### config.mk
export PLATFORM = sky130hd
export DESIGN_NAME = two_dim_parity_codec_flat
export DESIGN_NICKNAME = d
export VERILOG_FILES = /design/src/rtl/core/tdpc_pkg.sv /design/src/rtl/core/tdpc_if.sv /design/src/rtl/core/two_dim_parity_codec.sv /design/src/rtl/core/tdpc_enc.sv /design/src/rtl/core/tdpc_corr.sv /design/src/flat_wrapper.sv
export SDC_FILE = /design/constraint.sdc
export NUM_CORES = 1
export LEC_CHECK = 0
export ABC_AREA = 1
export BUFFER_PORTS_ARGS = -buffer_cell sky130_fd_sc_hd__buf_2
export CORE_UTILIZATION = 43
export DETAILED_ROUTE_END_ITERATION = 10
export PLACE_DENSITY = 0.67
export SYNTH_ARGS = -nofsm -noshare
export SYNTH_HDL_FRONTEND = slang
export SYNTH_HIERARCHICAL = 1
export SYNTH_SLANG_ARGS = --single-unit
export TNS_END_PERCENT = 100
### constraint.sdc
create_clock -name clk -period 3.5 [get_ports clk]
set_input_delay 0 -clock clk [delete_from_list [all_inputs] [get_ports clk]]
set_output_delay 0 -clock clk [all_outputs]
set_load 0.02 [all_outputs]
### src/rtl/core/tdpc_pkg.sv
package tdpc_pkg;

  localparam int SIDE   = 7;
  localparam int DSIDE  = SIDE - 1;
  localparam int CODE_W = SIDE * SIDE;
  localparam int DATA_W = DSIDE * DSIDE;
  localparam int STAT_W = 3;

  typedef enum logic {
    REQ_ENCODE  = 1'b0,
    REQ_CORRECT = 1'b1
  } req_type_t;

  typedef enum logic [STAT_W-1:0] {
    ST_CLEAN  = 3'd0,
    ST_DATA   = 3'd1,
    ST_ROW    = 3'd2,
    ST_COL    = 3'd3,
    ST_CORNER = 3'd4,
    ST_FAIL   = 3'd5
  } status_t;

  typedef logic [CODE_W-1:0] code_t;
  typedef logic [DATA_W-1:0] data_t;
  typedef logic [DSIDE-1:0]  syn_t;

  // data bits of a square, row-major
  function automatic data_t tdpc_data_of(code_t w);
    data_t d;
    for (int r = 0; r < DSIDE; r++) begin
      d[r*DSIDE +: DSIDE] = w[r*SIDE +: DSIDE];
    end
    return d;
  endfunction

  // one bit per row: data parity disagrees with the stored row parity
  function automatic syn_t tdpc_row_syn(code_t w);
    syn_t s;
    for (int r = 0; r < DSIDE; r++) begin
      s[r] = (^w[r*SIDE +: DSIDE]) ^ w[r*SIDE + DSIDE];
    end
    return s;
  endfunction

  function automatic syn_t tdpc_col_syn(code_t w);
    syn_t s;
    logic x;
    for (int c = 0; c < DSIDE; c++) begin
      x = w[DSIDE*SIDE + c];
      for (int r = 0; r < DSIDE; r++) begin
        x = x ^ w[r*SIDE + c];
      end
      s[c] = x;
    end
    return s;
  endfunction

  // corner is the and of the parity-column and parity-row weights
  function automatic logic tdpc_corner(code_t w);
    logic a;
    logic b;
    a = 1'b0;
    b = 1'b0;
    for (int i = 0; i < DSIDE; i++) begin
      a = a ^ w[i*SIDE + DSIDE];
      b = b ^ w[DSIDE*SIDE + i];
    end
    return a & b;
  endfunction

endpackage

### src/rtl/core/tdpc_if.sv
interface tdpc_in_if import tdpc_pkg::*; ();
  logic      valid;
  logic      ready;
  req_type_t req_type;
  data_t     data_in;
  code_t     code_in;

  modport source (output valid, output req_type, output data_in, output code_in,
                  input ready);
  modport sink   (input valid, input req_type, input data_in, input code_in,
                  output ready);
endinterface

interface tdpc_out_if import tdpc_pkg::*; ();
  logic    valid;
  logic    ready;
  code_t   code_out;
  data_t   data_out;
  status_t status;

  modport source (output valid, output code_out, output data_out, output status,
                  input ready);
  modport sink   (input valid, input code_out, input data_out, input status,
                  output ready);
endinterface

### src/rtl/core/two_dim_parity_codec.sv
// Two-dimensional parity codec on a 7x7 bit square. An encode request turns
// 36 data bits into the square with row, column and corner parity; a correct
// request repairs any single-error case and reports what was fixed, or flags
// the word as uncorrectable and returns it unchanged. One request is taken
// every cycle while the result register is not stalled; each result passes
// through the input register, then the result register, before it is offered
// on the output. A stalled result register still lets one more request into
// the input register. No configuration.
module two_dim_parity_codec import tdpc_pkg::*; (
  input logic         clk,
  input logic         rst_n,
  tdpc_in_if.sink     in_if,
  tdpc_out_if.source  out_if
);

  logic      s1_vld_r;
  req_type_t s1_req_r;
  data_t     s1_data_r;
  code_t     s1_code_r;

  logic      out_vld_r;
  code_t     out_code_r;
  data_t     out_data_r;
  status_t   out_stat_r;

  logic      out_load;
  logic      s1_load;

  code_t     enc_code;
  code_t     fix_code;
  status_t   fix_stat;
  code_t     res_code;
  status_t   res_stat;

  assign out_load    = s1_vld_r && (!out_vld_r || out_if.ready);
  assign in_if.ready = !s1_vld_r || out_load;
  assign s1_load     = in_if.valid && in_if.ready;

  always_ff @(posedge clk) begin
    if (!rst_n) begin
      s1_vld_r <= 1'b0;
    end else if (s1_load) begin
      s1_vld_r <= 1'b1;
    end else if (out_load) begin
      s1_vld_r <= 1'b0;
    end
  end

  always_ff @(posedge clk) begin
    if (s1_load) begin
      s1_req_r  <= in_if.req_type;
      s1_data_r <= in_if.data_in;
      s1_code_r <= in_if.code_in;
    end
  end

  tdpc_enc u_enc (
    .data (s1_data_r),
    .code (enc_code)
  );

  tdpc_corr u_corr (
    .code_in  (s1_code_r),
    .code_fix (fix_code),
    .status   (fix_stat)
  );

  always_comb begin
    unique case (s1_req_r)
      REQ_ENCODE: begin
        res_code = enc_code;
        res_stat = ST_CLEAN;
      end
      REQ_CORRECT: begin
        res_code = fix_code;
        res_stat = fix_stat;
      end
      default: begin
        res_code = fix_code;
        res_stat = fix_stat;
      end
    endcase
  end

  always_ff @(posedge clk) begin
    if (!rst_n) begin
      out_vld_r <= 1'b0;
    end else if (out_load) begin
      out_vld_r <= 1'b1;
    end else if (out_if.ready) begin
      out_vld_r <= 1'b0;
    end
  end

  always_ff @(posedge clk) begin
    if (out_load) begin
      out_code_r <= res_code;
      out_data_r <= tdpc_data_of(res_code);
      out_stat_r <= res_stat;
    end
  end

  assign out_if.valid    = out_vld_r;
  assign out_if.code_out = out_code_r;
  assign out_if.data_out = out_data_r;
  assign out_if.status   = out_stat_r;

`ifndef SYNTHESIS
  // any repaired or encoded square must be fully parity consistent
  a_clean_result: assert property (@(posedge clk) disable iff (!rst_n)
    out_vld_r && (out_stat_r != ST_FAIL) |->
      (tdpc_row_syn(out_code_r) == '0) && (tdpc_col_syn(out_code_r) == '0) &&
      (out_code_r[CODE_W-1] == tdpc_corner(out_code_r)))
    else $error("result square not parity consistent");

  a_data_match: assert property (@(posedge clk) disable iff (!rst_n)
    out_vld_r |-> out_data_r == tdpc_data_of(out_code_r))
    else $error("data bits disagree with result square");

  a_s1_hold: assert property (@(posedge clk) disable iff (!rst_n)
    s1_vld_r && !out_load |=> s1_vld_r && $stable(s1_code_r) && $stable(s1_data_r))
    else $error("stalled request lost from input register");

  a_encode_status: assert property (@(posedge clk) disable iff (!rst_n)
    out_load && (s1_req_r == REQ_ENCODE) |=> out_stat_r == ST_CLEAN)
    else $error("encode request reported a repair");

  a_reset_empty: assert property (@(posedge clk)
    !rst_n |=> !s1_vld_r && !out_vld_r)
    else $error("valid state survived reset");
`endif

endmodule

### src/rtl/core/tdpc_enc.sv
module tdpc_enc import tdpc_pkg::*; (
  input  data_t data,
  output code_t code
);

  code_t w;

  always_comb begin
    w = '0;
    for (int r = 0; r < DSIDE; r++) begin
      w[r*SIDE +: DSIDE] = data[r*DSIDE +: DSIDE];
    end
    for (int i = 0; i < DSIDE; i++) begin
      w[i*SIDE + DSIDE] = ^data[i*DSIDE +: DSIDE];
    end
    // column parity: stored row is still zero, so the syndrome is the parity
    w[DSIDE*SIDE +: DSIDE] = tdpc_col_syn(w);
    w[CODE_W-1] = tdpc_corner(w);
  end

  assign code = w;

endmodule

### src/rtl/core/tdpc_corr.sv
module tdpc_corr import tdpc_pkg::*; (
  input  code_t   code_in,
  output code_t   code_fix,
  output status_t status
);

  syn_t  rs;
  syn_t  cs;
  logic  rs_multi;
  logic  cs_multi;
  logic  rs_any;
  logic  cs_any;
  code_t w;
  logic  corner;

  assign rs       = tdpc_row_syn(code_in);
  assign cs       = tdpc_col_syn(code_in);
  assign rs_any   = |rs;
  assign cs_any   = |cs;
  assign rs_multi = |(rs & (rs - syn_t'(1)));
  assign cs_multi = |(cs & (cs - syn_t'(1)));

  // single-error repair as a flip mask; corner recomputed afterwards
  always_comb begin
    w = code_in;
    for (int r = 0; r < DSIDE; r++) begin
      for (int c = 0; c < DSIDE; c++) begin
        w[r*SIDE + c] = code_in[r*SIDE + c] ^ (rs[r] & cs[c]);
      end
      w[r*SIDE + DSIDE] = code_in[r*SIDE + DSIDE] ^ (rs[r] & !cs_any);
      w[DSIDE*SIDE + r] = code_in[DSIDE*SIDE + r] ^ (cs[r] & !rs_any);
    end
    corner      = tdpc_corner(w);
    w[CODE_W-1] = corner;
  end

  always_comb begin
    code_fix = w;
    priority if (rs_multi || cs_multi) begin
      status   = ST_FAIL;
      code_fix = code_in;
    end else if (rs_any && cs_any) begin
      status = ST_DATA;
    end else if (rs_any) begin
      status = ST_ROW;
    end else if (cs_any) begin
      status = ST_COL;
    end else if (corner != code_in[CODE_W-1]) begin
      status = ST_CORNER;
    end else begin
      status = ST_CLEAN;
    end
  end

endmodule

### src/flat_wrapper.sv
// flat-port wrapper written by rule: the top's interface ports become plain ports
module two_dim_parity_codec_flat import tdpc_pkg::*;
  (clk, rst_n, in_if_valid, in_if_req_type, in_if_data_in, in_if_code_in, in_if_ready, out_if_valid, out_if_code_out, out_if_data_out, out_if_status, out_if_ready);
  tdpc_in_if in_if_i ();
  tdpc_out_if out_if_i ();
  input logic clk;
  input logic rst_n;
  input wire logic [$bits(in_if_i.valid)-1:0] in_if_valid;
  input wire logic [$bits(in_if_i.req_type)-1:0] in_if_req_type;
  input wire logic [$bits(in_if_i.data_in)-1:0] in_if_data_in;
  input wire logic [$bits(in_if_i.code_in)-1:0] in_if_code_in;
  output wire logic [$bits(in_if_i.ready)-1:0] in_if_ready;
  output wire logic [$bits(out_if_i.valid)-1:0] out_if_valid;
  output wire logic [$bits(out_if_i.code_out)-1:0] out_if_code_out;
  output wire logic [$bits(out_if_i.data_out)-1:0] out_if_data_out;
  output wire logic [$bits(out_if_i.status)-1:0] out_if_status;
  input wire logic [$bits(out_if_i.ready)-1:0] out_if_ready;
  assign in_if_i.valid = in_if_valid;
  assign in_if_i.req_type = in_if_req_type;
  assign in_if_i.data_in = in_if_data_in;
  assign in_if_i.code_in = in_if_code_in;
  assign in_if_ready = in_if_i.ready;
  assign out_if_valid = out_if_i.valid;
  assign out_if_code_out = out_if_i.code_out;
  assign out_if_data_out = out_if_i.data_out;
  assign out_if_status = out_if_i.status;
  assign out_if_i.ready = out_if_ready;
  two_dim_parity_codec u_core (.clk(clk), .rst_n(rst_n), .in_if(in_if_i), .out_if(out_if_i));
endmodule
# After elaboration in Yosys (flattened, before gate mapping)
# Index checks and enable logic that the tools add are counted.
word_totals:
  regBits: 176
  latchBits: 0
  ram_bits: 0
  rom_bits: 0
  inputBits: 90
  out_inout_bits: 90
  word_cells: 244
  n_memories: 0
op_classes:
  add_sub_neg: 2
  multipliers: 0
  div: 0
  order_cmp: 0
  n_eq_ne: 1
  shifts: 0
  mux: 12
  bitwise_logic: 193
  reduce_logical: 28
ops:
  columns: ["cell", "count"]
  rows:
  - ["$xor 1x1->1", 140]
  - ["$pmux 49 s2", 1]
  - ["$reduce_xor 6->1", 12]
  - ["$and 1x1->1", 50]
  - ["$mux 49", 1]
  - ["$reduce_or 6->1", 4]
  - ["$mux 3", 5]
  - ["$and 6x6->6", 2]
  - ["$sub 6x1->6 const B", 2]
  - ["$pmux 3 s2", 1]
  - ["$logic_not 1->1", 4]
  - ["$mux 1", 4]
  - ["$reduce_bool 2->1", 2]
  - ["$logic_and 1x1->1", 3]
  - ["$logic_or 1x1->1", 3]
  - ["$ne 1x1->1", 1]
  - ["$not 1->1", 1]

# Depth between registers and ports, before layout
logic_depth:
  ltp_word: 23
  ltp_mapped: 28

# Cells and area by module
# The synthesis kept the hierarchy.
modules_own_cells:
  columns: ["mod", "n_inst", "cells_each", "area_each_um2", "seq_area_each_um2"]
  rows:
  - ["two_dim_parity_codec", 1, 351, 5210.0, 4184.0]
  - ["tdpc_corr", 1, 587, 2929.1, 0.0]
  - ["tdpc_enc", 1, 304, 1487.7, 0.0]

# Least setup slack after synthesis
# OpenSTA, ideal clock, no wires.
synth_timing:
  kind: "reg2reg"
  start: "register u_core.out_vld_r (netlist: u_core/out_if.valid)"
  end: "register u_core.out_code_r[0] (netlist: u_core/out_if.code_out[0]), enable pin"
  arrival_ns: 2.977
  slack_ns: 0.044
  path_stages_with_launch: 2
  synth_period_minus_slack_ns: 3.456
  cell_sequence: "dfxtp_1 > a21oi_1"
synth_via:
  elab_chain_len: 3
synth_lines:
  columns: ["element", "line_no", "source"]
  rows:
  - ["start: declaration", "two_dim_parity_codec.sv:21", "logic out_vld_r;"]
  - ["start signal: assignment", "two_dim_parity_codec.sv:87", "out_vld_r <= 1'b0;"]
  - ["start signal: assignment", "two_dim_parity_codec.sv:89", "out_vld_r <= 1'b1;"]
  - ["start signal: assignment", "two_dim_parity_codec.sv:91", "out_vld_r <= 1'b0;"]
  - ["$logic_not 1->1", "two_dim_parity_codec.sv:35", "assign out_load = s1_vld_r && (!out_vld_r || out_if.ready);"]
  - ["$logic_or 1x1->1", "two_dim_parity_codec.sv:35", null]
  - ["$logic_and 1x1->1", "two_dim_parity_codec.sv:35", null]
  - ["via u_core.out_load", "two_dim_parity_codec.sv:26", "logic out_load;"]
  - ["end signal: assignment", "two_dim_parity_codec.sv:97", "out_code_r <= res_code;"]
  - ["end: declaration", "two_dim_parity_codec.sv:22", "code_t out_code_r;"]
# The timed path passes the listed nets, and every way through them passes these cells.
# A chain may end at the register's enable or synchronous reset.

# Final worst setup path
layout_timing:
  start: "register u_core.s1_code_r[24]"
  end: "register u_core.out_code_r[23] (netlist: u_core/out_if.code_out[23]), data pin"
layout_via:
  elab_chain_len: 9
layout_lines:
  columns: ["element", "line_no", "source"]
  rows:
  - ["start: declaration", "two_dim_parity_codec.sv:19", "code_t s1_code_r;"]
  - ["start signal: assignment", "two_dim_parity_codec.sv:53", "s1_code_r <= in_if.code_in;"]
  - ["$xor 1x1->1 (3 in series)", "tdpc_pkg.sv:51", "x = x ^ w[r*SIDE + c];"]
  - ["$sub 6x1->6", "tdpc_corr.sv:21", "assign cs_multi = |(cs & (cs - syn_t'(1)));"]
  - ["$and 6x6->6", "tdpc_corr.sv:21", null]
  - ["$reduce_or 6->1", "tdpc_corr.sv:21", null]
  - ["$logic_or 1x1->1", "tdpc_corr.sv:39", "priority if (rs_multi || cs_multi) begin"]
  - ["$mux 49 (*)", "tdpc_corr.sv:39", null]
  - ["via u_core.fix_code[23]", "two_dim_parity_codec.sv:30", "code_t fix_code;"]
  - ["$pmux 49 s2 (*)", "two_dim_parity_codec.sv:69", "unique case (s1_req_r)"]
  - ["via u_core.res_code[23]", "two_dim_parity_codec.sv:32", "code_t res_code;"]
# Mark *: on every way through the listed nets, which the timed path passes. The rest lies on a longest branch.

==> flow_summary.json <==
{
  "outcome": "finished, final reports clean",
  "synth_area_um2": 9630,
  "yosysMostFrequentCell": "nand2_1",
  "clkTransAtPathRegs_ps": 60,
  "fillers": 2040,
  "multiInputGateArea_um2": 4100,
  "setup_viol": 0,
  "maxCapViolCount": 0,
  "num_vias": 8438,
  "peakVddDrop_uv": 293,
  "core_area_um2": 21900,
  "synth_top_area_share_pct": 43.0,
  "slew_headroom_pct": 38.8,
  "final.min_clock_period_ps": 3260,
  "swShare_pct": 30.8,
  "synth_cells": 1242,
  "path_common_cell": "nand2_2",
  "netSwitchingPower_uw": 1560,
  "h-tree-depth": 4,
  "criticalPathCategory": "flop to flop",
  "crit_path_end_kind": "flop",
  "pin_count": 180,
  "slew_violations": 0,
  "nNetsFinal": 1544,
  "synth-edff-count": 138,
  "avgSynthCellArea_um2": 7.75,
  "numCtsBuffers": 17,
  "syn_to_final_growth_pct": 22.6,
  "drt.antenna.violating_nets": 0,
  "drive_above_1_share_pct": 21.9,
  "clock_power_share_pct": 35.9,
  "dp_hpwl_um": 19900,
  "numPortBuffers": 179,
  "register_area_um2": 4180,
  "p_leak_uw": 0.00586,
  "sequentialPowerShare_pct": 41.0,
  "clockBufferDepth": 2,
  "met1_usage_pct": 31.4,
  "crit_chain": "inv_2, nand2_2, nand2_1, nand2_1, nand2_2, inv_1, nand2_2, nand2_2, nand2_2, nand2_4, nor2_4, nand2_1, maj3_2, nor3_2, nand2_2, buf_4, nor2_8, nand2_1, xor2_1, nand2_1, o21ai_1",
  "antenna_found_initial": 0,
  "initial_utilization_pct": 44.0,
  "synth_seq_cells": 140,
  "gr-usage-met2_pct": 40.6,
  "finalNonFillerCells": 1744,
  "p_int_uw": 3500,
  "startpoint_type": "flop",
  "grt_busiest_layer": "met2",
  "whs_ps": 123,
  "cts_tree": "yes",
  "grt_usage_pct": 24.2,
  "powerDensity_nw_per_um2": 429,
  "ys_warn_count": 6,
  "synthTopCellsByCount": "nand2_1 (497), inv_1 (139), edfxtp_1 (138)",
  "wire_per_inst_um": 15.2,
  "die_h_um": 152,
  "detail_route.first_pass.iterations": 5,
  "dieArea_um2": 23000,
  "gp_congestion": 0.932,
  "hold_violations": 0,
  "cts_num_sinks": 140,
  "grt_use_met3_pct": 3.59,
  "drtIter0Drc": 652,
  "grt_pass1_wl_um": 41100,
  "synth_area_leaders": "edfxtp_1 (43%), nand2_1 (19%), buf_4 (6.2%)",
  "cp.arrival_ps": 3390,
  "rsz0062_at_grt": "false",
  "synthArstFlopShare_pct": 0,
  "dp.cells": 1621,
  "fin_tns_setup_ps": 0,
  "hp-class": "input port to flop",
  "synth-seq-area-share_pct": 43.5,
  "synth_nets": 1334,
  "p_comb_share_pct": 23.1,
  "cp.required_ps": 3630,
  "die_w_um": 152,
  "grt-ovfl-total": 0,
  "insertion_delay_ps": 420,
  "ys.flop_type": "edfxtp_1",
  "critPathMaxFanout": 20,
  "cpMaxStageDelayCell": "edfxtp_1",
  "rows": 54,
  "worst_pin_slew_ps": 919,
  "synth_top_area_cell": "edfxtp_1",
  "finClkSkew_ps": 8.78,
  "grt_pass1_vias": 7840,
  "drt-vias-per-instance": 4.84,
  "antenna_cells": 0,
  "period_share_pct": 93.1,
  "ys_types": 33,
  "wl_um": 26600,
  "cpPeakStageDelay_ps": 440,
  "clock.fmax_mhz": 307,
  "cts_root_buf": "clkbuf_16",
  "drc": 0,
  "grt_max_degree": 102,
  "p_total_uw": 5060
}
==> what timing repair did <==
action                                  CTS  global route
setup buffers                             0             2
endpoints found under the setup margin    0             1
hold buffers                             90             0
endpoints found under the hold margin    88             0
gates resized for setup                   0             3
==> area by class of cell <==
class	count	share of cell area, %
well taps	280	2.97
multi-input cells	831	34.8
flip-flops and latches	140	35.5
clock buffers	18	3.64
inverters	178	5.67
clock inverters	13	1.27
repair buffers	284	16.2
==> stage by stage <==
stage,util (%),setup WS (ps),area (um^2)
CTS,53.8,289,11800
floorplan,-,44.5,9630
global placement,47.0,371,10300
finish,53.9,241,11800
global route,53.9,22.2,11800
detailed placement,47.0,314,10300
==> cells by family (layout without fill, tap and decap cells) <==
group | Yosys count | after routing | synth area share [%]
flip-flops | 140 | 140 | 43.5
AO/OA/AOI/OAI | 77 | 77 | 4.12
AND/OR/NAND/NOR | 680 | 680 | 31.4
adder cells (fa/ha/maj) | 3 | 3 | 0.377
buffers and inverters | 271 | 493 | 14.1
XOR/XNOR | 71 | 71 | 6.54
==> power by group through the flow <==
| stage | Sequential (uW) | Combinational [uW] | Clock, uW |
|---|---|---|---|
| 2_1_floorplan | 2120 | 791 | 0 |
| 3_3_place_gp | 2110 | 1060 | 0 |
| 3_5_place_dp | 2110 | 1070 | 0 |
| 4_1_cts | 2080 | 1160 | 1850 |
| 5_1_grt | 2090 | 1310 | 1920 |
| 6_report | 2080 | 1170 | 1820 |
==> layout by cell type, fill, tap and decap left out, drive strengths merged <==
cell,netlist,final
xor2,39,39
nor3,2,2
ha,2,2
nand3,92,92
inv,176,176
xnor2,32,32
nand2,535,535
dlygate4sd3,0,90
nand3b,9,9
clkinvlp,0,3
clkbuf,1,18
a21oi,3,3
clkinv,2,9
bufinv,0,3
nand4,14,14
edfxtp,138,138
maj3,1,1
o21ai,73,73
a2bb2oi,1,1
dfxtp,2,2
buf,92,194
nor2,28,28
==> worst paths after layout <==
path / startpoint / to / slack [ps] / cells after the start
setup / recovery: u_core/s1_code_r[24] / u_core/out_if.code_out[23] / 240 / 21
hold / removal: out_if_ready / u_core/out_if.status[0] / 120 / 3
setup reg to reg: u_core/s1_code_r[24] / u_core/out_if.code_out[23] / 240 / 21
hold reg to reg: u_core/s1_vld_r / u_core/out_if.status[0] / 690 / 2
==> layer usage <==
metal  vias to the layer above  wire [um]
li1                       4253          -
met5                         -          0
met1                      3819      11700
met3                        42       1540
met4                         0        777
met2                       324      12600
==> worst max-delay path: cells and delay by family (launching register included) <==
kind                       cells  cell delay (ps)
and+or+nand+nor               15             1500
xor gates and xnor gates       1              180
AOI/OAI and AO/OA              1               90
adders and majority gates      1              310
DFF                            1              440
buffers and inverters          3              460
==> flip-flops by register name, summed over array words and instances (netlist names) <==
| name | count |
|---|---|
| u_core/out_if.code_out | 49 |
| u_core/s1_vld_r | 1 |
| u_core/s1_req_r | 1 |
| u_core/s1_data_r | 36 |
| u_core/s1_code_r | 49 |
| u_core/out_if.valid | 1 |
| u_core/out_if.status | 3 |
Note: power is estimated with default switching activity, not from simulation.
